--- src/hdl/apool_pkg.sv ---
// Shared constants, register codes and transaction types for the average pooling unit.
package apool_pkg;

  localparam int SAMPLE_BITS      = 16;
  localparam int COORD_BITS       = 10;
  localparam int CHAN_BITS        = 4;
  localparam int HEIGHT_LIMIT     = 1024;
  localparam int RECIP_FRAC       = 16;
  localparam int QUEUE_DEPTH      = 4;

  localparam int DEF_MAX_WIDTH    = 1024;
  localparam int DEF_MAX_CHANNELS = 16;
  localparam int DEF_MAX_WINDOW   = 8;

  localparam int CFG_INDEX_BITS   = 3;
  localparam int CFG_DATA_BITS    = 17;

  localparam int WIDTH_BITS       = 11;
  localparam int HEIGHT_BITS      = 11;
  localparam int CHANS_BITS       = 5;
  localparam int WIN_BITS         = 4;
  localparam int RECIP_BITS       = 17;

  localparam logic [WIDTH_BITS-1:0]  RST_IMAGE_WIDTH  = 11'd1024;
  localparam logic [HEIGHT_BITS-1:0] RST_IMAGE_HEIGHT = 11'd1024;
  localparam logic [CHANS_BITS-1:0]  RST_CHANNELS     = 5'd1;
  localparam logic [WIN_BITS-1:0]    RST_WIN_H        = 4'd2;
  localparam logic [WIN_BITS-1:0]    RST_WIN_W        = 4'd2;
  localparam logic [RECIP_BITS-1:0]  RST_RECIP        = 17'd16384;

  typedef enum logic [CFG_INDEX_BITS-1:0] {
    CFG_IMAGE_WIDTH     = 3'd0,
    CFG_IMAGE_HEIGHT    = 3'd1,
    CFG_CHANNEL_COUNT   = 3'd2,
    CFG_WINDOW_HEIGHT   = 3'd3,
    CFG_WINDOW_WIDTH    = 3'd4,
    CFG_AREA_RECIPROCAL = 3'd5
  } cfg_index_e;

  typedef struct packed {
    logic [WIDTH_BITS-1:0]  width;
    logic [HEIGHT_BITS-1:0] height;
    logic [CHANS_BITS-1:0]  chans;
    logic [WIN_BITS-1:0]    win_h;
    logic [WIN_BITS-1:0]    win_w;
    logic [RECIP_BITS-1:0]  recip;
  } cfg_t;

  typedef struct packed {
    logic signed [SAMPLE_BITS-1:0] sample;
    logic                          first;
    logic                          emit;
    logic                          last;
    logic [COORD_BITS-1:0]         out_row;
    logic [COORD_BITS-1:0]         out_col;
    logic [CHAN_BITS-1:0]          chan;
  } item_meta_t;

endpackage

--- src/hdl/apool_fifo.sv ---
// Short register queue that decouples the front end from the accumulate pipeline.
module apool_fifo #(
  parameter int DATA_W = 8,
  parameter int DEPTH  = apool_pkg::QUEUE_DEPTH
) (
  input  logic              clk_i,
  input  logic              rst_ni,
  input  logic              push_i,
  input  logic [DATA_W-1:0] push_data_i,
  output logic              full_o,
  input  logic              pop_i,
  output logic              valid_o,
  output logic [DATA_W-1:0] head_o
);

  localparam int PW = $clog2(DEPTH);
  localparam int NW = $clog2(DEPTH + 1);

  logic [DATA_W-1:0] data_q [DEPTH];
  logic [PW-1:0]     wr_ptr_q, rd_ptr_q;
  logic [NW-1:0]     count_q;
  logic              do_push, do_pop;

  assign full_o  = count_q == NW'(DEPTH);
  assign valid_o = count_q != '0;
  assign head_o  = data_q[rd_ptr_q];
  assign do_push = push_i && !full_o;
  assign do_pop  = pop_i && valid_o;

  always_ff @(posedge clk_i) begin
    if (do_push) begin
      data_q[wr_ptr_q] <= push_data_i;
    end
  end

  always_ff @(posedge clk_i or negedge rst_ni) begin
    if (!rst_ni) begin
      wr_ptr_q <= '0;
      rd_ptr_q <= '0;
      count_q  <= '0;
    end else begin
      if (do_push) begin
        wr_ptr_q <= (wr_ptr_q == PW'(DEPTH - 1)) ? '0 : wr_ptr_q + PW'(1);
      end
      if (do_pop) begin
        rd_ptr_q <= (rd_ptr_q == PW'(DEPTH - 1)) ? '0 : rd_ptr_q + PW'(1);
      end
      if (do_push && !do_pop) begin
        count_q <= count_q + NW'(1);
      end else if (do_pop && !do_push) begin
        count_q <= count_q - NW'(1);
      end
    end
  end

endmodule

--- config.mk ---
export PLATFORM = sky130hd
export DESIGN_NAME = apool_fifo
export DESIGN_NICKNAME = d
export VERILOG_FILES = /design/src/hdl/apool_pkg.sv /design/src/hdl/apool_fifo.sv
export SDC_FILE = /design/constraint.sdc
export NUM_CORES = 1
export LEC_CHECK = 0
export BUFFER_PORTS_ARGS = -buffer_cell sky130_fd_sc_hd__buf_2
export CELL_PAD_IN_SITES_DETAIL_PLACEMENT = 1
export CELL_PAD_IN_SITES_GLOBAL_PLACEMENT = 1
export CORE_AREA = 2 2 65 67
export DETAILED_ROUTE_END_ITERATION = 8
export DIE_AREA = 0 0 67 69
export PLACE_DENSITY = 0.71
export SLEW_MARGIN = 20
export SYNTH_ARGS = -nofsm -noshare
export SYNTH_HDL_FRONTEND = slang
export SYNTH_SLANG_ARGS = --single-unit
export TNS_END_PERCENT = 30
--- constraint.sdc ---
create_clock -name clk_i -period 2.1 [get_ports clk_i]
set_input_delay 0.63 -clock clk_i [delete_from_list [all_inputs] [get_ports clk_i]]
set_output_delay 0.63 -clock clk_i [all_outputs]
set_load 0.02 [all_outputs]
==> tab_implementation.tex, run 1 <==
\begin{tabular}{lr}
\hline
Metric & Value \\
\hline
\multicolumn{2}{l}{\textbf{Global route}} \\
GRT overflow & 0 \\
GR Util All Layers & 0.139 \\
Global-route wire length before repair & 4630 um \\
Number of antenna violations at the first check in global routing & 0 \\
Via count of the first global-routing pass & 908 \\
Pin count of the biggest net entering global routing & 15 \\
\multicolumn{2}{l}{\textbf{STA}} \\
Count of final max-slew check failures & 0 \\
Fin crit share & 1.02 \\
Final Critical Period & 2140 ps \\
Setup clock skew after layout & 8.68 ps \\
Setup violations, final & 8 \\
Slack of the critical path & -36.4 ps \\
Setup repair after global routing missed its margin & yes \\
Final-report hold violation count & 0 \\
Total negative setup slack & -186 ps \\
Worst hold slack after final layout & 164 ps \\
Slew at the pin closest to its max-slew limit & 446 ps \\
Peak Freq & 0.468 GHz \\
Relative slew slack & 0.702 \\
\multicolumn{2}{l}{\textbf{Logic synthesis}} \\
Share of synthesized area occupied by flip-flops and latches & 0.696 \\
Synth Net Count & 98 \\
Cell area after synthesis & 0.00163 mm2 \\
Post-synthesis average cell area & 20.7 um2 \\
Seq cells post-synth & 39 \\
Synth warnings & 0 \\
Gate Count Post-Synth & 79 \\
Synth cell types & 19 \\
\multicolumn{2}{l}{\textbf{Routing}} \\
Total Wirelength & 2720 um \\
Via density per instance & 4.93 \\
Drt drc & 0 \\
Overall via count from detail\_route & 788 \\
Remaining number of nets flagged by the antenna check after routing & 0 \\
Iteration-0 DRC count of the detailed router & 56 \\
1st-pass router iterations & 4 \\
WL/cell & 17.0 um \\
\multicolumn{2}{l}{\textbf{Cells and area}} \\
Antenna Diode Count & 0 \\
Post-route core utilization & 0.503 \\
Post-layout instance area & 0.00197 mm2 \\
Total of fill cells in the finished design & 387 \\
NumNets Final & 128 \\
Layout cells sized above 1 & 0.500 \\
Layout Area Growth over Synthesis & 20.7\% \\
\multicolumn{2}{l}{\textbf{Setup path}} \\
Critical Path Source Type & flip-flop \\
Element type at the critical path end & output port \\
Critical path data arrival time & 1510 ps \\
Origin of the worst setup path & rd\_ptr\_q[0] \\
Maximum fanout count along the critical path & 8 \\
Critical setup path kind & reg -> out \\
Critical R2R Launch & count\_q[0] \\
Data required time of the critical path & 1470 ps \\
\multicolumn{2}{l}{\textbf{Power and ir drop}} \\
Leak pwr & 0.754 nW \\
Pwr dens & 1500 mW/mm2 \\
Worst ir drop on vdd & 0.692 mV \\
\multicolumn{2}{l}{\textbf{Place}} \\
Placement-stage cell area & 0.00183 mm2 \\
Final weighted congestion in routability-driven placement & 0.655 \\
Post-detail-place hpwl & 1930 um \\
PortBufs & 21 \\
\multicolumn{2}{l}{\textbf{CTS}} \\
Maximum number of buffers from clock root to sink & 2 \\
Buffer type at the clock tree root & sky130\_fd\_sc\_hd\_\_clkbuf\_8 \\
H-tree level count & 2 \\
Clock latency reported for the late side of the worst-skew pair & 290 ps \\
Clock tree from TritonCTS & yes \\
Post-cts hold buffer count & 0 \\
Clock-pin slew of the registers on the worst-case setup and hold paths & 80 ps \\
Number of clock sinks & 39 \\
Number of CTS-inserted buffers & 5 \\
\multicolumn{2}{l}{\textbf{Die}} \\
Die extent in y & 69 um \\
Initial Util & 0.417 \\
Die area & 0.00462 mm2 \\
Die W & 67 um \\
Placeable core region & 0.00391 mm2 \\
Number of placement rows & 23 \\
Number of top-level design ports & 22 \\
\multicolumn{2}{l}{\textbf{Status}} \\
Failing checks & negative setup slack \\
Outcome & finished, violations left \\
\multicolumn{2}{l}{\textbf{Hold path}} \\
Class of the tightest hold or removal check & in -> async \\
\multicolumn{2}{l}{\textbf{Flow run}} \\
Maxcap violations & 0 \\
\hline
\end{tabular}
## routing by layer
metal  global-route usage  routed length [um]  share of wire  vias up
li1                     -                   -              -      358
met1                0.173                1110           0.41      411
met2                0.226                1470           0.54       17
met3               0.0457                 115          0.042        2
met4               0.0476                  19         0.0070        0
met5                    0                   0              0        -
## kinds of logic after synthesis
group                      share of synthesized area
and+or+nand+nor                               0.0560
xor gates and xnor gates                      0.0161
DFF                                            0.696
buffers and inverters                         0.0192
muxes                                          0.154
adders and majority gates                     0.0583
## per-stage QoR
stage               instances  power [mW]  setup WS [ps]
floorplan                  79        1.93           63.5
detailed placement        152        2.30           60.8
finish                    160        2.96          -36.4
CTS                       160        2.96          -51.7
global route              160        3.14          -86.4
global placement          152        2.24            152
## cell usage in the layout, fill, tap and decap left out
| cell type | count |
|---|---|
| sky130_fd_sc_hd__clkinvlp_4 | 1 |
| sky130_fd_sc_hd__nand2_4 | 1 |
| sky130_fd_sc_hd__buf_4 | 4 |
| sky130_fd_sc_hd__fa_1 | 1 |
| sky130_fd_sc_hd__xnor2_1 | 1 |
| sky130_fd_sc_hd__buf_12 | 1 |
| sky130_fd_sc_hd__and2_2 | 4 |
| sky130_fd_sc_hd__dfrtp_1 | 7 |
| sky130_fd_sc_hd__clkbuf_8 | 5 |
| sky130_fd_sc_hd__ha_1 | 6 |
| sky130_fd_sc_hd__inv_6 | 1 |
| sky130_fd_sc_hd__mux2_2 | 1 |
| sky130_fd_sc_hd__buf_2 | 17 |
| sky130_fd_sc_hd__nor2_1 | 3 |
| sky130_fd_sc_hd__bufinv_16 | 1 |
| sky130_fd_sc_hd__buf_6 | 4 |
| sky130_fd_sc_hd__mux2_4 | 4 |
| sky130_fd_sc_hd__xor2_1 | 2 |
| sky130_fd_sc_hd__edfxtp_1 | 32 |
| sky130_fd_sc_hd__nor3b_4 | 1 |
| sky130_fd_sc_hd__inv_1 | 3 |
| sky130_fd_sc_hd__nor2b_2 | 1 |
| sky130_fd_sc_hd__mux4_2 | 8 |
| sky130_fd_sc_hd__or3_4 | 1 |
## registers in the layout, summed over array words and instances, names as in the netlist
register	flops
data_q	32
count_q	3
wr_ptr_q	2
rd_ptr_q	2
## worst max-delay path, stage by stage, from the launching register on
cell and delay (ps):
sky130_fd_sc_hd__dfrtp_1 400, sky130_fd_sc_hd__buf_12 150, sky130_fd_sc_hd__mux4_2 520, sky130_fd_sc_hd__buf_6 150
## Yosys cell counts
cell type	number	area, um2
sky130_fd_sc_hd__fa_1	1	20.0
sky130_fd_sc_hd__and2_2	4	30.0
sky130_fd_sc_hd__nor2b_2	1	8.76
sky130_fd_sc_hd__nor2_1	3	11.3
sky130_fd_sc_hd__buf_2	1	5.00
sky130_fd_sc_hd__nor3b_4	1	18.8
sky130_fd_sc_hd__buf_6	1	11.3
sky130_fd_sc_hd__mux2_2	1	11.3
sky130_fd_sc_hd__or3_4	1	11.3
sky130_fd_sc_hd__edfxtp_1	32	961
sky130_fd_sc_hd__mux2_4	4	60.1
sky130_fd_sc_hd__xor2_1	2	17.5
sky130_fd_sc_hd__nand2_4	1	11.3
sky130_fd_sc_hd__clkbuf_1	1	3.75
sky130_fd_sc_hd__ha_1	6	75.1
sky130_fd_sc_hd__mux4_2	8	180
sky130_fd_sc_hd__dfrtp_1	7	175
sky130_fd_sc_hd__xnor2_1	1	8.76
sky130_fd_sc_hd__inv_1	3	11.3
## what timing repair did
action / CTS / global route
gates cloned: 0 / 0
gates resized for setup: 4 / 4
pin swaps: 0 / 1
buffers inserted: 0 / 0
setup endpoints to repair: 8 / 9
## where the power goes
group | switching [mW] | internal [mW]
clock network | 0.268 | 0.358
logic | 0.551 | 0.614
registers | 0.119 | 1.05
## final cells by class
| class | instances | area, um2 | share of cell area |
|---|---|---|---|
| clock buffers | 5 | 68.8 | 0.0349 |
| clock inverters | 3 | 46.3 | 0.0235 |
| inverters | 3 | 11.3 | 0.00572 |
| multi-input cells | 34 | 464 | 0.236 |
| flip-flops and latches | 39 | 1140 | 0.577 |
| well taps | 50 | 62.6 | 0.0318 |
| repair buffers | 26 | 180 | 0.0915 |
## final timing paths
kind | cells after the start | slack, ps | endpoint
max reg2reg | 8 | 80 | count_q[2]
max | 3 | -40 | head_o[2]
min reg2reg | 1 | 510 | count_q[2]
max in group asynchronous | 1 | 1770 | rd_ptr_q[0]
min | 1 | 160 | rd_ptr_q[1]
min in group clk_i | 1 | 510 | count_q[2]
No activity file was read; power rests on OpenSTA's default activity.
==> inputs of run 2 (changes only) <==
PLACE_DENSITY = 0.76   (was 0.71)
==> tab_implementation.tex, run 2 (synthesized netlist as in run 1, its figures left out) <==
\begin{tabular}{lr}
\hline
Metric & Value \\
\hline
\multicolumn{2}{l}{\textbf{Place}} \\
Final weighted congestion in routability-driven placement & 0.689 (+5.2\%) \\
PortBufs & 21 (unchanged) \\
Placement-stage cell area & 0.00183 mm2 (unchanged) \\
Post-detail-place hpwl & 2070 um (+7.5\%) \\
Cells after DPL & 152 (unchanged) \\
\multicolumn{2}{l}{\textbf{Setup path}} \\
Critical setup path kind & reg -> out \\
Cell with the largest stage delay on the worst path & sky130\_fd\_sc\_hd\_\_mux4\_2 \\
Crit path cell chain & buf\_12 > mux4\_2 > buf\_2 \\
Element type at the critical path end & output port \\
Critical path data arrival time & 1490 ps (-20 ps) \\
Critical Path Source Type & flip-flop \\
Maximum fanout count along the critical path & 8 (unchanged) \\
Number of cell instances on the worst register-to-register path & 8 (unchanged) \\
Longest individual stage delay on the worst path & 490 ps (-30 ps) \\
Data required time of the critical path & 1470 ps (about the same) \\
\multicolumn{2}{l}{\textbf{Power and ir drop}} \\
Worst ir drop on vdd & 0.518 mV (-25\%) \\
Pwr dens & 1500 mW/mm2 (+0.13\%) \\
Leak pwr & 0.756 nW (+0.34\%) \\
\multicolumn{2}{l}{\textbf{Cells and area}} \\
Total of fill cells in the finished design & 383 (-1.0\%) \\
Most common cell after layout, fill and taps aside & sky130\_fd\_sc\_hd\_\_edfxtp\_1 \\
Leading cell types in the layout, fill and taps excluded & sky130\_fd\_sc\_hd\_\_edfxtp\_1 (32), sky130\_fd\_sc\_hd\_\_buf\_2 (17), sky130\_fd\_sc\_hd\_\_mux4\_2 (8), sky130\_fd\_sc\_hd\_\_dfrtp\_1 (7) \\
NumNets Final & 128 (unchanged) \\
Largest registers ranked by flip-flop count & data\_q: 32 flops, count\_q: 3 flops \\
Post-layout instance area & 0.00198 mm2 (+0.64\%) \\
Post-route core utilization & 0.506 (+0.00320) \\
Number of standard cells in the final layout excluding fillers & 160 (unchanged) \\
Number of flip-flops under the largest register name & 32 (unchanged) \\
Antenna Diode Count & 0 (unchanged) \\
Layout Area Growth over Synthesis & 21.5\% \\
Layout cells sized above 1 & 0.518 (+0.0182) \\
Register with the most flip-flops & data\_q \\
\multicolumn{2}{l}{\textbf{CTS}} \\
Maximum number of buffers from clock root to sink & 2 (unchanged) \\
Clock latency reported for the late side of the worst-skew pair & 290 ps (about the same) \\
Number of CTS-inserted buffers & 5 (unchanged) \\
H-tree level count & 2 (unchanged) \\
Clock-pin slew of the registers on the worst-case setup and hold paths & 70 ps (about the same) \\
Number of clock sinks & 39 (unchanged) \\
Post-cts hold buffer count & 0 (unchanged) \\
Buffer type at the clock tree root & sky130\_fd\_sc\_hd\_\_clkbuf\_8 \\
Clock tree from TritonCTS & yes \\
\multicolumn{2}{l}{\textbf{STA}} \\
Slew at the pin closest to its max-slew limit & 426 ps (-20.3 ps) \\
Setup violations, final & 8 (unchanged) \\
Worst hold slack after final layout & 173 ps (+9.11 ps) \\
Relative slew slack & 0.716 (+0.0135) \\
Final Critical Period & 2120 ps (-15.4 ps) \\
Setup clock skew after layout & 9.00 ps (+0.320 ps) \\
Fin crit share & 1.01 (-0.00735) \\
Setup repair after global routing missed its margin & yes \\
Total negative setup slack & -110 ps (+75.5 ps) \\
Slack of the critical path & -20.9 ps (+15.4 ps) \\
Final-report hold violation count & 0 (unchanged) \\
Peak Freq & 0.471 GHz (+0.73\%) \\
Count of final max-slew check failures & 0 (unchanged) \\
\multicolumn{2}{l}{\textbf{Routing}} \\
1st-pass router iterations & 4 (unchanged) \\
Total Wirelength & 2900 um (+6.6\%) \\
Remaining number of nets flagged by the antenna check after routing & 0 (unchanged) \\
Overall via count from detail\_route & 790 (+0.25\%) \\
Via density per instance & 4.94 (+0.25\%) \\
WL/cell & 18.1 um (+6.6\%) \\
Iteration-0 DRC count of the detailed router & 25 (-55\%) \\
Drt drc & 0 (unchanged) \\
\multicolumn{2}{l}{\textbf{Die}} \\
Die W & 67 um (unchanged) \\
Initial Util & 0.417 (unchanged) \\
Placeable core region & 0.00391 mm2 (unchanged) \\
Die extent in y & 69 um (unchanged) \\
Number of placement rows & 23 (unchanged) \\
Number of top-level design ports & 22 (unchanged) \\
Die area & 0.00462 mm2 (unchanged) \\
\multicolumn{2}{l}{\textbf{Global route}} \\
Via count of the first global-routing pass & 932 (+2.6\%) \\
GR Util All Layers & 0.149 (+0.00989) \\
GRT overflow & 0 (unchanged) \\
Number of antenna violations at the first check in global routing & 0 (unchanged) \\
Pin count of the biggest net entering global routing & 14 (-1) \\
Global-route wire length before repair & 4830 um (+4.3\%) \\
\multicolumn{2}{l}{\textbf{Hold path}} \\
Class of the tightest hold or removal check & in -> async \\
\multicolumn{2}{l}{\textbf{Flow run}} \\
Maxcap violations & 0 (unchanged) \\
\multicolumn{2}{l}{\textbf{Status}} \\
Failing checks & negative setup slack \\
Outcome & finished, violations left \\
\hline
\end{tabular}
run 2: worst paths after layout:
check	from	end	slack, ps
worst max-delay path	rd_ptr_q[0]	head_o[1]	-20
worst min-delay path	rst_ni	wr_ptr_q[1]	170
worst max register to register	count_q[0]	count_q[2]	80
worst min register to register	count_q[2]	count_q[2]	540
max in group asynchronous	rst_ni	count_q[2]	1770
min in group clk_i	count_q[2]	count_q[2]	540
run 2: timing repair:
item | in CTS | in global routing
buffers inserted | 0 | 0
resized for setup | 8 | 3
endpoints found under the setup margin | 8 | 9
pin swaps | 0 | 3
endpoints found under the hold margin | 0 | 0
run 2: worst max-delay path: cells and delay by family, from the launching register on:
| kind | cells | cell delay, ps |
|---|---|---|
| buffers and inverters | 2 | 330 |
| flip-flops | 1 | 390 |
| multiplexers | 1 | 490 |
run 2: layout make-up:
class / count / area (um2) / area share
clock buffer: 5 / 68.8 / 0.0347
clock inverter: 3 / 43.8 / 0.0221
inverter: 3 / 11.3 / 0.00568
multi-input combinational: 34 / 479 / 0.242
sequential: 39 / 1140 / 0.573
tap: 50 / 62.6 / 0.0316
timing repair buffer: 26 / 180 / 0.0909
run 2: power breakdown:
group	leakage, nW	internal (mW)	switching (mW)
Sequential	0.375	1.05	0.121
Combinational	0.323	0.631	0.571
Clock	0.0581	0.354	0.256
run 2: through the flow:
stage | power, mW | setup WS [ps]
floorplan | 1.93 | 63.5
global placement | 2.24 | 163
detailed placement | 2.31 | 50.8
CTS | 3.01 | -49.6
global route | 3.18 | -101
finish | 2.98 | -20.9
run 2: routing by layer:
metal	vias to the layer above	track usage	routed length [um]
li1	361	-	-
met1	408	0.174	1200
met2	15	0.232	1550
met3	6	0.0636	77
met4	0	0.0726	70
met5	-	0	0
