<file path="src/hdl/apool_pkg.sv">
// Shared constants, register codes and transaction types for the average pooling unit.
package apool_pkg;

  localparam int SAMPLE_BITS      = 16;
  localparam int COORD_BITS       = 10;
  localparam int CHAN_BITS        = 4;
  localparam int HEIGHT_LIMIT     = 1024;
  localparam int RECIP_FRAC       = 16;
  localparam int QUEUE_DEPTH      = 4;

  localparam int DEF_MAX_WIDTH    = 1024;
  localparam int DEF_MAX_CHANNELS = 16;
  localparam int DEF_MAX_WINDOW   = 8;

  localparam int CFG_INDEX_BITS   = 3;
  localparam int CFG_DATA_BITS    = 17;

  localparam int WIDTH_BITS       = 11;
  localparam int HEIGHT_BITS      = 11;
  localparam int CHANS_BITS       = 5;
  localparam int WIN_BITS         = 4;
  localparam int RECIP_BITS       = 17;

  localparam logic [WIDTH_BITS-1:0]  RST_IMAGE_WIDTH  = 11'd1024;
  localparam logic [HEIGHT_BITS-1:0] RST_IMAGE_HEIGHT = 11'd1024;
  localparam logic [CHANS_BITS-1:0]  RST_CHANNELS     = 5'd1;
  localparam logic [WIN_BITS-1:0]    RST_WIN_H        = 4'd2;
  localparam logic [WIN_BITS-1:0]    RST_WIN_W        = 4'd2;
  localparam logic [RECIP_BITS-1:0]  RST_RECIP        = 17'd16384;

  typedef enum logic [CFG_INDEX_BITS-1:0] {
    CFG_IMAGE_WIDTH     = 3'd0,
    CFG_IMAGE_HEIGHT    = 3'd1,
    CFG_CHANNEL_COUNT   = 3'd2,
    CFG_WINDOW_HEIGHT   = 3'd3,
    CFG_WINDOW_WIDTH    = 3'd4,
    CFG_AREA_RECIPROCAL = 3'd5
  } cfg_index_e;

  typedef struct packed {
    logic [WIDTH_BITS-1:0]  width;
    logic [HEIGHT_BITS-1:0] height;
    logic [CHANS_BITS-1:0]  chans;
    logic [WIN_BITS-1:0]    win_h;
    logic [WIN_BITS-1:0]    win_w;
    logic [RECIP_BITS-1:0]  recip;
  } cfg_t;

  typedef struct packed {
    logic signed [SAMPLE_BITS-1:0] sample;
    logic                          first;
    logic                          emit;
    logic                          last;
    logic [COORD_BITS-1:0]         out_row;
    logic [COORD_BITS-1:0]         out_col;
    logic [CHAN_BITS-1:0]          chan;
  } item_meta_t;

endpackage

</file>
<file path="src/hdl/apool_if.sv">
// Valid/ready channel interfaces for input samples and pooled results.
interface apool_in_if;
  logic                                    valid;
  logic                                    ready;
  logic signed [apool_pkg::SAMPLE_BITS-1:0] sample;
  logic                                    frame_start;

  modport source (output valid, output sample, output frame_start, input ready);
  modport sink (input valid, input sample, input frame_start, output ready);
endinterface


</file>
<file path="src/hdl/apool_front.sv">
// Front end: tracks raster position, classifies each sample and builds store requests.
module apool_front #(
  parameter int MAX_WIDTH    = apool_pkg::DEF_MAX_WIDTH,
  parameter int MAX_CHANNELS = apool_pkg::DEF_MAX_CHANNELS,
  parameter int MAX_WINDOW   = apool_pkg::DEF_MAX_WINDOW,
  parameter int AW           = 14
) (
  input  logic                   clk_i,
  input  logic                   rst_ni,
  input  apool_pkg::cfg_t        cfg_i,
  apool_in_if.sink               pix_in,
  input  logic                   q_full_i,
  output logic                   push_o,
  output logic [AW-1:0]          idx_o,
  output apool_pkg::item_meta_t  meta_o
);

  localparam int CW  = $clog2(MAX_WIDTH);
  localparam int CHW = (MAX_CHANNELS > 1) ? $clog2(MAX_CHANNELS) : 1;
  localparam int WW  = $clog2(MAX_WINDOW);
  localparam int RW  = $clog2(apool_pkg::HEIGHT_LIMIT);
  localparam int XW  = (CW + 6 > 12) ? CW + 6 : 12;
  localparam int YW  = RW + 6;
  localparam int NW  = (CHW > 5) ? CHW + 1 : 6;

  logic [CHW-1:0] ch_q, ch_d, ch_c;
  logic [CW-1:0]  cp_q, cp_d, cp_c;
  logic [CW-1:0]  occ_q, occ_d, occ_c;
  logic [WW-1:0]  ciw_q, ciw_d, ciw_c;
  logic [RW-1:0]  rp_q, rp_d, rp_c;
  logic [RW-1:0]  orc_q, orc_d, orc_c;
  logic [WW-1:0]  riw_q, riw_d, riw_c;

  logic          accept;
  logic [XW-1:0] col_end, col_over, cp_inc;
  logic [YW-1:0] row_end, row_over, rp_inc;
  logic          col_ok, col_last, row_ok, row_last;
  logic [NW-1:0] ch_inc;
  logic [4:0]    ciw_inc, riw_inc;
  logic          ch_wrap, cp_wrap, ciw_wrap, rp_wrap, riw_wrap;
  logic          emit;

  assign pix_in.ready = !q_full_i;
  assign accept       = pix_in.valid && pix_in.ready;

  assign ch_c  = pix_in.frame_start ? '0 : ch_q;
  assign cp_c  = pix_in.frame_start ? '0 : cp_q;
  assign occ_c = pix_in.frame_start ? '0 : occ_q;
  assign ciw_c = pix_in.frame_start ? '0 : ciw_q;
  assign rp_c  = pix_in.frame_start ? '0 : rp_q;
  assign orc_c = pix_in.frame_start ? '0 : orc_q;
  assign riw_c = pix_in.frame_start ? '0 : riw_q;

  assign col_end  = (XW'(occ_c) + XW'(1)) * XW'(cfg_i.win_w);
  assign col_over = col_end + XW'(cfg_i.win_w);
  assign col_ok   = col_end <= XW'(cfg_i.width);
  assign col_last = col_over > XW'(cfg_i.width);
  assign row_end  = (YW'(orc_c) + YW'(1)) * YW'(cfg_i.win_h);
  assign row_over = row_end + YW'(cfg_i.win_h);
  assign row_ok   = row_end <= YW'(cfg_i.height);
  assign row_last = row_over > YW'(cfg_i.height);

  assign ch_inc   = NW'(ch_c) + NW'(1);
  assign ch_wrap  = ch_inc >= NW'(cfg_i.chans);
  assign cp_inc   = XW'(cp_c) + XW'(1);
  assign cp_wrap  = cp_inc >= XW'(cfg_i.width);
  assign ciw_inc  = 5'(ciw_c) + 5'd1;
  assign ciw_wrap = ciw_inc >= 5'(cfg_i.win_w);
  assign rp_inc   = YW'(rp_c) + YW'(1);
  assign rp_wrap  = rp_inc >= YW'(cfg_i.height);
  assign riw_inc  = 5'(riw_c) + 5'd1;
  assign riw_wrap = riw_inc >= 5'(cfg_i.win_h);

  assign emit = (riw_inc == 5'(cfg_i.win_h)) && (ciw_inc == 5'(cfg_i.win_w));

  assign push_o = accept && col_ok && row_ok;
  assign idx_o  = AW'(occ_c) * AW'(MAX_CHANNELS) + AW'(ch_c);

  always_comb begin
    meta_o.sample  = pix_in.sample;
    meta_o.first   = (riw_c == '0) && (ciw_c == '0);
    meta_o.emit    = emit;
    meta_o.last    = row_last && col_last && (ch_inc == NW'(cfg_i.chans));
    meta_o.out_row = apool_pkg::COORD_BITS'(orc_c);
    meta_o.out_col = apool_pkg::COORD_BITS'(occ_c);
    meta_o.chan    = apool_pkg::CHAN_BITS'(ch_c);
  end

  always_comb begin
    ch_d  = ch_c;
    cp_d  = cp_c;
    occ_d = occ_c;
    ciw_d = ciw_c;
    rp_d  = rp_c;
    orc_d = orc_c;
    riw_d = riw_c;
    if (ch_wrap) begin
      ch_d  = '0;
      cp_d  = CW'(cp_inc);
      ciw_d = ciw_wrap ? '0 : WW'(ciw_inc);
      occ_d = ciw_wrap ? occ_c + CW'(1) : occ_c;
      if (cp_wrap) begin
        cp_d  = '0;
        ciw_d = '0;
        occ_d = '0;
        rp_d  = RW'(rp_inc);
        riw_d = riw_wrap ? '0 : WW'(riw_inc);
        orc_d = riw_wrap ? orc_c + RW'(1) : orc_c;
        if (rp_wrap) begin
          rp_d  = '0;
          riw_d = '0;
          orc_d = '0;
        end
      end
    end else begin
      ch_d = CHW'(ch_inc);
    end
  end

  always_ff @(posedge clk_i or negedge rst_ni) begin
    if (!rst_ni) begin
      ch_q  <= '0;
      cp_q  <= '0;
      occ_q <= '0;
      ciw_q <= '0;
      rp_q  <= '0;
      orc_q <= '0;
      riw_q <= '0;
    end else if (accept) begin
      ch_q  <= ch_d;
      cp_q  <= cp_d;
      occ_q <= occ_d;
      ciw_q <= ciw_d;
      rp_q  <= rp_d;
      orc_q <= orc_d;
      riw_q <= riw_d;
    end
  end

endmodule

</file>
<file path="src/flat_wrapper.sv">
// flat-port wrapper written by rule: the top's interface ports become plain ports
module apool_front_flat 
#(
  parameter int MAX_WIDTH    = apool_pkg::DEF_MAX_WIDTH,
  parameter int MAX_CHANNELS = apool_pkg::DEF_MAX_CHANNELS,
  parameter int MAX_WINDOW   = apool_pkg::DEF_MAX_WINDOW,
  parameter int AW           = 14
)
  (clk_i, rst_ni, cfg_i, q_full_i, push_o, idx_o, meta_o, pix_in_valid, pix_in_sample, pix_in_frame_start, pix_in_ready);
  apool_in_if pix_in_i ();
  input  logic clk_i;
  input  logic rst_ni;
  input  apool_pkg::cfg_t cfg_i;
  input  logic q_full_i;
  output logic push_o;
  output logic [AW-1:0] idx_o;
  output apool_pkg::item_meta_t meta_o;
  input wire logic [$bits(pix_in_i.valid)-1:0] pix_in_valid;
  input wire logic [$bits(pix_in_i.sample)-1:0] pix_in_sample;
  input wire logic [$bits(pix_in_i.frame_start)-1:0] pix_in_frame_start;
  output wire logic [$bits(pix_in_i.ready)-1:0] pix_in_ready;
  assign pix_in_i.valid = pix_in_valid;
  assign pix_in_i.sample = pix_in_sample;
  assign pix_in_i.frame_start = pix_in_frame_start;
  assign pix_in_ready = pix_in_i.ready;
  apool_front #(.MAX_WIDTH(MAX_WIDTH), .MAX_CHANNELS(MAX_CHANNELS), .MAX_WINDOW(MAX_WINDOW), .AW(AW)) u_core (.clk_i(clk_i), .rst_ni(rst_ni), .cfg_i(cfg_i), .pix_in(pix_in_i), .q_full_i(q_full_i), .push_o(push_o), .idx_o(idx_o), .meta_o(meta_o));
endmodule
</file>
<file path="config.mk">
export PLATFORM = sky130hd
export DESIGN_NAME = apool_front_flat
export DESIGN_NICKNAME = d
export VERILOG_FILES = /design/src/hdl/apool_pkg.sv /design/src/hdl/apool_if.sv /design/src/hdl/apool_front.sv /design/src/flat_wrapper.sv
export SDC_FILE = /design/constraint.sdc
export NUM_CORES = 1
export LEC_CHECK = 0
export ABC_CLOCK_PERIOD_IN_PS = 21600
export BUFFER_PORTS_ARGS = -buffer_cell sky130_fd_sc_hd__buf_4
export CAP_MARGIN = 40
export CELL_PAD_IN_SITES_DETAIL_PLACEMENT = 1
export CELL_PAD_IN_SITES_GLOBAL_PLACEMENT = 2
export CORE_MARGIN = 8
export CORE_UTILIZATION = 38
export DETAILED_ROUTE_END_ITERATION = 16
export GPL_TIMING_DRIVEN = 0
export PLACE_DENSITY_LB_ADDON = 0.1
export SYNTH_ARGS = -nofsm -noshare
export SYNTH_HDL_FRONTEND = slang
export SYNTH_SLANG_ARGS = --single-unit
</file>
<file path="constraint.sdc">
create_clock -name clk_i -period 21.6 [get_ports clk_i]
set_clock_uncertainty 0.2 [all_clocks]
set_input_delay 3.24 -clock clk_i [delete_from_list [all_inputs] [get_ports clk_i]]
set_output_delay 3.24 -clock clk_i [all_outputs]
set_load 0.01 [all_outputs]
</file>
==> results of run 1 <==
-- registers in the layout, summed over array words and instances, names as in the netlist --
register	flops
u_core.cp_q	10
u_core.orc_q	10
u_core.rp_q	10
u_core.occ_q	10
u_core.riw_q	3
u_core.ch_q	4
u_core.ciw_q	3
-- routing by layer --
layer	track usage [%]	wire, um	up-vias
met1	23.7	11600	3732
li1	-	-	3773
met2	36.0	13500	78
met5	0	0	-
met3	1.40	598	25
met4	4.71	459	0
-- logic make-up (layout without fill, tap and decap cells) --
family | count (synthesis) | after routing | share of synthesized area [%]
AO/OA/AOI/OAI | 209 | 209 | 18.0
XOR/XNOR | 59 | 59 | 6.12
adder cells (fa/ha/maj) | 170 | 170 | 28.6
buffers and inverters | 172 | 280 | 9.16
flip-flops | 50 | 50 | 14.8
multiplexers | 3 | 3 | 0.445
AND/OR/NAND/NOR | 370 | 370 | 22.9
-- worst paths after layout --
path	startpoint	endpoint	slack, ns	depth (start not counted)
setup / recovery	pix_in_frame_start	meta_o[24]	6.71	26
min in group asynchronous	rst_ni	u_core.rp_q[4]	2.77	1
max in group asynchronous	rst_ni	u_core.orc_q[5]	17.93	1
setup reg to reg	u_core.cp_q[1]	u_core.orc_q[5]	17.06	14
hold / removal	u_core.ciw_q[1]	u_core.ciw_q[1]	0.30	1
hold reg to reg	u_core.ciw_q[1]	u_core.ciw_q[1]	0.30	1
-- cell usage after synthesis, types with 5 or more instances --
library cell and count:
a211oi_1 6, a21o_1 13, a21oi_1 30, a22o_1 33
a32o_1 7, and2_1 36, and3_1 12, buf_4 31
clkbuf_1 20, dfrtp_1 50, fa_1 38, ha_1 132
inv_1 116, nand2_1 90, nand2b_1 23, nand3_1 33
nand4_1 13, nor2_1 70, nor2b_1 42, nor3_1 18
o211ai_1 6, o21a_1 8, o21ai_0 32, o21ai_1 12
o31ai_1 8, or3_1 5, xnor2_1 32, xor2_1 27
-- layout make-up --
cell class / instances / area, um2
plain buffers: 56 / 338
clock buffers: 6 / 139
clock inverters: 2 / 38.8
fillers: 2724 / 12100
inverters: 116 / 435
multi-input cells: 811 / 6410
flip-flops and latches: 50 / 1250
well taps: 280 / 350
repair buffers: 100 / 748
-- critical path: cells and delay by family --
kind / cells / cell delay, ns
buffers and inverters: 7 / 2.49
adders and majority gates: 6 / 2.38
xor gates and xnor gates: 2 / 0.62
AOI/OAI and AO/OA: 6 / 1.87
and+or+nand+nor: 5 / 0.81
-- report_power, final --
group | switching [mW] | leakage, nW | internal [mW]
Sequential | 0.00203 | 0.691 | 0.0958
Clock | 0.0395 | 0.0875 | 0.0584
Combinational | 0.0428 | 4.21 | 0.0325
Total | 0.0844 | 4.99 | 0.187
==> out/results.txt, run 1 <==
The data required time at the worst endpoint came out at 18.16 ns. The predominant post-synthesis flop cell is dfrtp_1. The number of nets handed over by synthesis was 1276.

In this run the vertical extent of the chip is 165 um. TritonCTS built the clock tree. The overflow left after global routing is 0, and the count of buffers from port buffering is 98. In this run, post-CTS repair resized a total of 0 instances. Dividing the detail-routed wire length by the instance count gives 18.4 um.

The top cell types in the final layout, fill and taps aside, are ha_1 (132), buf_4 (130), inv_1 (116), nand2_1 (90), nor2_1 (70). Based on the critical path, the design can be clocked at up to 67.2 MHz. The completed layout was analyzed and its total power is 0.271 mW. The tools report the total cell area at the placement stage as 9540 um2. The core region is 21800 um2. The post-detailed-route count of antenna-violating nets came out at 0. The tools report the iteration-0 DRC count of the detailed router as 231.

For the TritonCTS sink count, the log shows 50. 132 I/O pins were placed. The worst path meets setup with 6.71 ns of slack. After detailed routing, the number of remaining DRC violations is 0.

The largest individual stage delay along the critical path comes from the cell clkbuf_1. The leakage power figure was 4.99 nW; the part of the Yosys area used for sequential elements was 14.8%. Setup repair after global routing left no endpoint under its margin. The run finished with clean final reports. Final wirelength: 26.1 mm.

Ranked by total cell area, the synthesized netlist is headed by ha_1 (20%), dfrtp_1 (15%), fa_1 (9.0%). The finished cells cover 9720 um2. The die is 165 um wide. The share of the core filled with cells in the final layout was 44.5%; the measured slew at the worst slew-check pin was 0.851 ns.

The area growth from synthesis to layout is 15.1%, and the CTS H-tree depth is 2. For this run, the detailed router's first-pass iteration total came to 6. In this run the worst path has a maximum fanout of 10.

The worst setup path is of the input pin to output port kind. Data arrives at the worst endpoint at 11.45 ns. The number of cells produced by synthesis is 1033, and the count of pins over their slew limit is 0. 0 antenna diodes ended up in the layout.

The critical path's most frequent cell was clkbuf_1. The post-detailed-placement half-perimeter wirelength is 22.1 mm. Once layout is complete, the cells apart from fillers number 1421.

In this run the power density over the cells is 27.9 nW/um2. The number of global-route vias before repair was 8220. Using the TritonRoute via totals, the vias-per-cell ratio works out to 5.35. In the finished design, the share of the clock period the worst path needs comes to 68.9%. STA classifies the critical path endpoint as an output port.

Entering global routing, the biggest net connects 51 pins. The peak ir drop on the vdd network was 0.0390 mV. Routability-driven placement finished with a final weighted congestion of 0.817. The nature of the critical path startpoint was an input pin. The final layout contains 1383 nets. The tools report the number of library cell types mapped by synthesis as 78. The row count is 54, and the share of cells above drive strength 1 is 14.3%.

On the final layout, the worst hold slack is 0.298 ns. Of the post-synthesis cell area, the dominant cell type holds 19.6%. For this block, the via count after detailed routing is 7608. The minimum clock period is 14.89 ns.

In the final timing run, aggregate negative setup slack is 0 ns. At the placement stage, the worst setup path has a slack of 6.65 ns. After synthesis, the mean cell area works out to 8.17 um2. The stage delay of the slowest cell on the critical path was 0.55 ns. The clock passes through at most 2 buffers. The tools report the cell at the root of the clock tree as clkbuf_16. The count of buffers added by post-CTS timing repair for setup was 0; the number of enable flip-flop cells after synthesis was 0. The hold violation total from the final report was 0; the combined area of all synthesized cells was 8440 um2. The library cell used most frequently in the layout, excluding fill and tap cells, is ha_1. Counting flops and latches in the post-synthesis netlist gives 50. Setup violations remaining at the end of the flow were counted as 0.

The first global-routing pass estimated 42.5 mm of wire. Fraction of registers with async set/reset: 100%. The count of max-cap constraint violations was 0. The Yosys warning count came out at 0. The source-to-sink clock delay at the later pin of the worst-skew pair was 0.30 ns; the number of CTS-inserted buffers was 5. The tools report the normalized max-slew margin as 42.9%. Hold repair after CTS inserted 0 buffers. The initial utilization of the core area, before any placement, comes to 38.7%. The die covers 27200 um2.

After detailed placement, the design holds a cell count of 1413. Initial antenna violation count: 0. After clock tree synthesis, the clock-pin slew on the worst setup and hold paths is 0.07 ns.

The largest total area in the synthesized netlist belongs to ha_1. The min-delay analysis places its worst path in the category flop to flop. For the total routing usage reported by global routing, the log shows 19.4%.
Note: power is estimated with default switching activity, not from simulation.
==> run 2, diff against run 1 <==
ABC_CLOCK_PERIOD_IN_PS = 13700   (was 21600)
CORE_UTILIZATION = 35   (was 38)
clock period = 13.7 ns   (was 21.6 ns; I/O delays follow)
==> run 2 against run 1 <==
Wire length up 0.81%. Clock power up 49%. Design area up 0.53%. Combinational power up 59%. Sequential power up 57%. Total power up 55%. Die area up 7.7%.
==> out/results.txt, run 2 (synthesized netlist as in run 1, its figures left out) <==
The source-to-sink clock delay at the later pin of the worst-skew pair came out at 0.30 ns (about the same). The run gives 0.289 mW (was 0.187 mW) as the internal cell power. The vertical die dimension is 171 um (was 165 um), and the effective utilization at floorplan is 35.2% (was 38.7%).

The antenna diode count was 0 (unchanged); the number of global-route vias before repair was 8041 (was 8220). The category of the most critical setup path was input pin to output port (unchanged). The peak ir drop on the vdd network is 0.0442 mV (was 0.0390 mV). The overflow left after global routing was 0 (unchanged); the maximum fanout along the worst path was 10 (unchanged). The via density per instance came out at 5.20 (was 5.35). The logs give 0 ns (unchanged) for the final-layout setup total negative slack and 40.8% (was 44.5%) for the share of the core filled with cells in the final layout.

The post-cts sizing count is 0 (unchanged). The count of buffers added by post-CTS timing repair for setup is 0 (unchanged), and the switching part of the total power is 31.2% (was 31.1%). The sequential group share of total power came out at 36.7% (was 36.1%). Wire length of the first global-routing pass: 42.2 mm (was 42.5 mm). The most frequent standard cell in the layout excluding fill and tap cells was ha_1 (unchanged). The detail-routed net length per standard cell is 18.0 um (was 18.4 um), and the area growth from synthesis to layout is 15.7% (was 15.1%).

The nature of the critical path startpoint was an input pin (unchanged). After layout, the worst path uses 90.1% of the clock period. TritonCTS built the clock tree. The die outline width was 171 um (was 165 um). The count of buffers from port buffering came out at 98 (unchanged).

Count of max-cap constraint violations: 0 (unchanged). The tools report the cts-stage hold buffer count as 0 (unchanged). The buffer levels on the longest clock path came out at 2 (unchanged). Measured slew at the worst slew-check pin: 0.836 ns (was 0.851 ns). The standard cell core area was 24000 um2 (was 21800 um2).

The tools report the normalized max-slew margin as 44.3% (was 42.9%). For the switching power summed over all nets, the log shows 0.131 mW (was 0.0844 mW). The power density of the placed cells was 43.0 nW/um2 (was 27.9 nW/um2); the data required time at the worst endpoint was 11.44 ns (was 18.16 ns). The number of CTS-inserted buffers was 5 (unchanged); the leakage power figure was 4.99 nW (about the same). Setup repair after global routing left no endpoint under its margin. The worst min-delay path category was flop to flop (unchanged).

The run finished with clean final reports. The iteration count of the initial detailed-routing pass is 4 (was 6). The post-CTS clock slew at the launch and capture registers of the worst setup and hold paths is 0.07 ns (about the same), and the clock network fraction of total power is 34.7% (was 36.1%). Subtracting the final worst setup slack from the clock period gives 12.35 ns.

The logs give 2 (unchanged) for the CTS H-tree depth and 132 (unchanged) for the number of ports placed on the die boundary. Total number of vias: 7622 (was 7608). Total of endpoints with negative setup slack in the final report: 0 (unchanged).

The count of pins over their slew limit was 0 (unchanged); the initial antenna violation count was 0 (unchanged). The maximum achievable frequency is 81.0 MHz. For the weighted congestion reported at the end of routability-driven placement, the log shows 0.836 (was 0.817). The tools report the final net count as 1383 (unchanged). The final wirelength is 26.3 mm (was 26.1 mm).

The iteration-0 DRC count of the detailed router was 239 (was 231). The sort of element at the end of the critical path was an output port (unchanged). The share of cells above drive strength 1 was 14.3% (unchanged). The tools report the pin count of the biggest net entering global routing as 51 (unchanged).

Row count: 57 (was 54). The critical path arrival was 10.09 ns (was 11.45 ns); the post-detailed-placement half-perimeter wirelength was 22.4 mm (was 22.1 mm). The post-detailed-route count of antenna-violating nets is 0 (unchanged), and the part of the total power dissipated in combinational logic is 28.5% (was 27.8%). The total routing usage reported by global routing was 17.9% (was 19.4%).

The tools report the hold violation total from the final report as 0 (unchanged). The tools report the die area as 29300 um2 (was 27200 um2). Cell at the root of the clock tree: clkbuf_16 (unchanged). The TritonCTS sink count is 50 (unchanged), and the DRC violations left is 0 (unchanged).

Commonest cells after routing, fill and taps aside: ha_1 (132), buf_4 (130), inv_1 (116), nand2_1 (90), nor2_1 (70) (unchanged).
==> run 2: per-stage QoR <==
stage	total power [mW]	instance area (um2)	hold slack, ns	cells	worst slack (ns)
2_1_floorplan	0.229	8440	0.258	1033	3.64
3_3_place_gp	0.277	9580	0.278	1455	1.24
3_5_place_dp	0.279	9600	0.288	1457	1.28
4_1_cts	0.427	9770	0.305	1465	1.23
5_1_grt	0.444	9770	0.334	1465	0.753
6_report	0.420	9770	0.304	1465	1.35
==> run 2: cell type report <==
cell class | count | area, um2
tap | 324 | 405
timing repair buffer | 100 | 753
buffer | 56 | 338
clock inverter | 3 | 43.8
inverter | 116 | 435
fill | 2964 | 14200
multi-input combinational | 811 | 6410
sequential | 50 | 1250
clock buffer | 5 | 125
==> run 2: worst paths after layout <==
path	from	end	slack, ns	cells past startpoint
max in group asynchronous	rst_ni	u_core.ciw_q[2]	11.22	1
min reg2reg	u_core.ch_q[1]	u_core.ch_q[1]	0.30	2
max	pix_in_frame_start	meta_o[24]	1.35	26
min	u_core.ch_q[1]	u_core.ch_q[1]	0.30	2
max reg2reg	u_core.cp_q[1]	u_core.orc_q[9]	9.13	14
min in group asynchronous	rst_ni	u_core.orc_q[0]	1.62	1
==> run 2: power groups by stage <==
stage / sequential, mW / clock, mW / combinational, mW
global placement: 0.157 / 0 / 0.120
global route: 0.155 / 0.155 / 0.135
detailed placement: 0.157 / 0 / 0.122
finish: 0.154 / 0.146 / 0.120
CTS: 0.154 / 0.150 / 0.123
floorplan: 0.156 / 0 / 0.0728
==> run 2: critical path, stage by stage <==
cell and delay (ns):
buf_4 0.12, clkbuf_1 0.54, clkbuf_1 0.53, clkbuf_1 0.51, clkbuf_1 0.56, nor2b_1 0.11
ha_1 0.27, xnor2_1 0.33, nand2b_1 0.17, fa_1 0.44, fa_1 0.54, fa_1 0.55
inv_1 0.06, ha_1 0.33, o21ai_0 0.13, a21boi_0 0.35, nand4_1 0.20, nor3_1 0.39
xnor2_1 0.18, ha_1 0.23, a2111oi_0 0.36, nand2_1 0.10, o21ai_0 0.46, o211ai_1 0.16
o211a_1 0.25, buf_4 0.14
==> run 2: per-layer routing <==
layer  GRT usage, %  up-vias  routed length (um)
li1               -     3775                   -
met1           22.6     3747               12100
met2           33.0       81               13400
met3           1.31       19                 442
met4           3.55        0                 402
met5              0        -                   0
==> run 3, diff against run 2 <==
PLACE_DENSITY = 0.9   (was unset)
PLACE_DENSITY_LB_ADDON = unset   (was 0.1)
==> run 3 against run 2 <==
Global-route usage down 0.44 points. Register-to-register slack is essentially flat. Utilization is 0.052 points lower. Critical endpoint unchanged.
==> out/results.txt, run 3 (synthesized netlist as in run 1, its figures left out) <==
Cell at the root of the clock tree: clkbuf_16 (unchanged). The switching power summed over all nets was 0.130 mW (was 0.131 mW); the final wirelength was 25.7 mm (was 26.3 mm). Nature of the critical path startpoint: an input pin (unchanged). The tools report the total number of vias as 7709 (was 7622). Startpoint of the worst register-to-register path: u_core.cp_q[1] (unchanged). Share of the clock period used by the worst path after layout: 88.6% (was 90.1%).

The sequential group share of total power was 36.8% (was 36.7%). The tools report the peak ir drop on the vdd network as 0.0426 mV (was 0.0442 mV). The share of cells above drive strength 1 was 14.1% (was 14.3%); the global routing usage on met2 was 31.7% (was 33.0%).

The global routing met3 resource utilization was 1.56% (was 1.31%). The final cell count without fillers is 1464 (was 1465), and the final net count is 1382 (was 1383). Setup repair after global routing left no endpoint under its margin. The filler cell count was 2928 (was 2964).

Startpoint of the tightest hold check path: u_core.ch_q[0] (was u_core.ch_q[1]). For the row count, the log shows 57 (unchanged). The count of buffers from port buffering is 98 (unchanged). The wire length of the first global-routing pass is 41.8 mm (was 42.2 mm). The die outline width works out to 171 um (unchanged). The data required time at the worst endpoint was 11.44 ns (about the same); the standard cell core area was 24000 um2 (unchanged). The post-detailed-placement half-perimeter wirelength is 21.9 mm (was 22.4 mm). The tools report the clock network fraction of total power as 34.6% (was 34.7%).

The final-layout setup total negative slack is 0 ns (unchanged), and the vertical die dimension is 171 um (unchanged). The run gives 0 (unchanged) as the post-cts sizing count. The part of the total power dissipated in combinational logic is 28.6% (was 28.5%). The logs give 9.88 ns (was 10.09 ns) for the critical path arrival and 0.861 (was 0.836) for the weighted congestion reported at the end of routability-driven placement. The depth of the worst register-to-register path was 14 (unchanged); the iteration count of the initial detailed-routing pass was 4 (unchanged).

The run gives 17.5% (was 17.9%) as the total routing usage reported by global routing. The run gives 29300 um2 (unchanged) as the die area. The tools report the hold violation total from the final report as 0 (unchanged). Commonest cells after routing, fill and taps aside: ha_1 (132), buf_4 (130), inv_1 (116), nand2_1 (90), nor2_1 (70) (unchanged). The via density per instance was 5.27 (was 5.20); the total power consumption of the routed design was 0.419 mW (was 0.420 mW). For the number of CTS-inserted buffers, the log shows 5 (unchanged).

The CTS H-tree depth is 2 (unchanged), and the DRC violations left is 0 (unchanged). Power density of the placed cells: 43.0 nW/um2 (about the same). The number of global-route vias before repair came out at 8158 (was 8041). The internal reg-to-reg setup slack is 9.12 ns (was 9.13 ns). The total of endpoints with negative setup slack in the final report was 0 (unchanged). The worst flop-to-flop path endpoint is u_core.orc_q[7] (was u_core.orc_q[9]). The tools report the effective utilization at floorplan as 35.2% (unchanged). The internal cell power is 0.289 mW (about the same), and the maximum achievable frequency is 82.4 MHz (was 81.0 MHz). The count of pins over their slew limit is 0 (unchanged).

TritonCTS built the clock tree. The maximum fanout along the worst path works out to 10 (unchanged). The cell depth of the worst min-delay path is 2 (unchanged).

For the met1 global-route usage, the log shows 22.2% (was 22.6%). Overflow left after global routing: 0 (unchanged). The buffer levels on the longest clock path was 2 (unchanged).

The flow ran to the end, and the final reports show no timing, DRC or antenna violations. The leakage power figure came out at 4.98 nW (was 4.99 nW). The category of the most critical setup path is input pin to output port (unchanged). The source-to-sink clock delay at the later pin of the worst-skew pair came out at 0.30 ns (about the same). The destination of the worst hold path is u_core.ch_q[0] (was u_core.ch_q[1]). The cts-stage hold buffer count was 0 (unchanged); the TritonCTS sink count was 50 (unchanged). The post-detailed-route count of antenna-violating nets is 0 (unchanged), and the minimum clock period is 12.13 ns (was 12.35 ns). The count of buffers added by post-CTS timing repair for setup is 0 (unchanged). The area growth from synthesis to layout was 15.6% (was 15.7%); the count of placed standard cells including taps was 1456 (was 1457). Most frequent standard cell in the layout excluding fill and tap cells: ha_1 (unchanged). The antenna diode count is 0 (unchanged), and the switching part of the total power is 31.0% (was 31.2%).

The normalized max-slew margin came out at 43.2% (was 44.3%). The measured slew at the worst slew-check pin was 0.847 ns (was 0.836 ns). The pin count of the biggest net entering global routing was 51 (unchanged).

The initial antenna violation count is 0 (unchanged), and the count of max-cap constraint violations is 0 (unchanged). The post-CTS clock slew at the launch and capture registers of the worst setup and hold paths came out at 0.07 ns (about the same). The layer with the highest usage after global routing is met2 (unchanged).

The worst min-delay path category was flop to flop (unchanged). The detail-routed net length per standard cell is 17.6 um (was 18.0 um). The run gives 295 (was 239) as the iteration-0 DRC count of the detailed router. Sort of element at the end of the critical path: an output port (unchanged). For the number of ports placed on the die boundary, the log shows 132 (unchanged).
run 3: stage by stage:
| stage | setup WS (ns) | hold WS, ns | utilization, % | instance area [um2] |
|---|---|---|---|---|
| 2_1_floorplan | 3.64 | 0.258 | - | 8440 |
| 3_3_place_gp | 1.62 | 0.277 | 40.0 | 9580 |
| 3_5_place_dp | 1.57 | 0.286 | 40.0 | 9590 |
| 4_1_cts | 1.56 | 0.302 | 40.7 | 9750 |
| 5_1_grt | 1.09 | 0.326 | 40.7 | 9750 |
| 6_report | 1.57 | 0.297 | 40.7 | 9750 |
run 3: worst max-delay path, stage by stage:
cell and delay (ns):
buf_4 0.14, clkbuf_1 0.54, clkbuf_1 0.61, clkbuf_1 0.48, clkbuf_1 0.54, nor2b_1 0.11
ha_1 0.29, nand3_1 0.21, xnor2_1 0.17, and2_1 0.21, fa_1 0.48, inv_1 0.05
fa_1 0.53, inv_1 0.04, ha_1 0.35, a21oi_1 0.21, o22ai_1 0.17, o2bb2ai_1 0.46
nand4_1 0.21, xor2_1 0.19, ha_1 0.29, and4_1 0.23, a2111oi_0 0.41, nand2_1 0.10
o21ai_0 0.22, o211ai_1 0.13, o211a_1 0.28, buf_4 0.14
run 3: how the worst max path moves through the flow:
stage / from / endpoint / slack (ns) / cells past startpoint
3_3_place_gp: pix_in_frame_start / meta_o[24] / 1.62 / 28
2_1_floorplan: pix_in_frame_start / meta_o[24] / 3.64 / 24
4_1_cts: pix_in_frame_start / meta_o[24] / 1.56 / 28
6_report: pix_in_frame_start / meta_o[24] / 1.57 / 28
5_1_grt: pix_in_frame_start / meta_o[24] / 1.09 / 28
3_5_place_dp: pix_in_frame_start / meta_o[24] / 1.57 / 28
run 3: metal layers:
| metal | vias up | wire length, um |
|---|---|---|
| met1 | 3808 | 11500 |
| met3 | 23 | 788 |
| met5 | - | 0 |
| met2 | 94 | 13100 |
| met4 | 0 | 351 |
| li1 | 3784 | - |
run 3: cell type report:
| class | count | area (um2) | area share [%] |
|---|---|---|---|
| Inverter | 116 | 435 | 4.46 |
| Timing Repair Buffer | 99 | 743 | 7.62 |
| Multi-Input combinational cell | 811 | 6410 | 65.8 |
| Clock buffer | 6 | 129 | 1.32 |
| Clock inverter | 2 | 37.5 | 0.385 |
| Sequential cell | 50 | 1250 | 12.8 |
| Buffer | 56 | 338 | 3.46 |
| Tap cell | 324 | 405 | 4.16 |
run 3: power by group through the flow:
stage          clock network [mW]  registers (mW)  logic [mW]
2_1_floorplan                   0           0.156      0.0728
3_3_place_gp                    0           0.157       0.116
3_5_place_dp                    0           0.157       0.121
4_1_cts                     0.148           0.154       0.121
5_1_grt                     0.153           0.155       0.133
6_report                    0.145           0.154       0.120
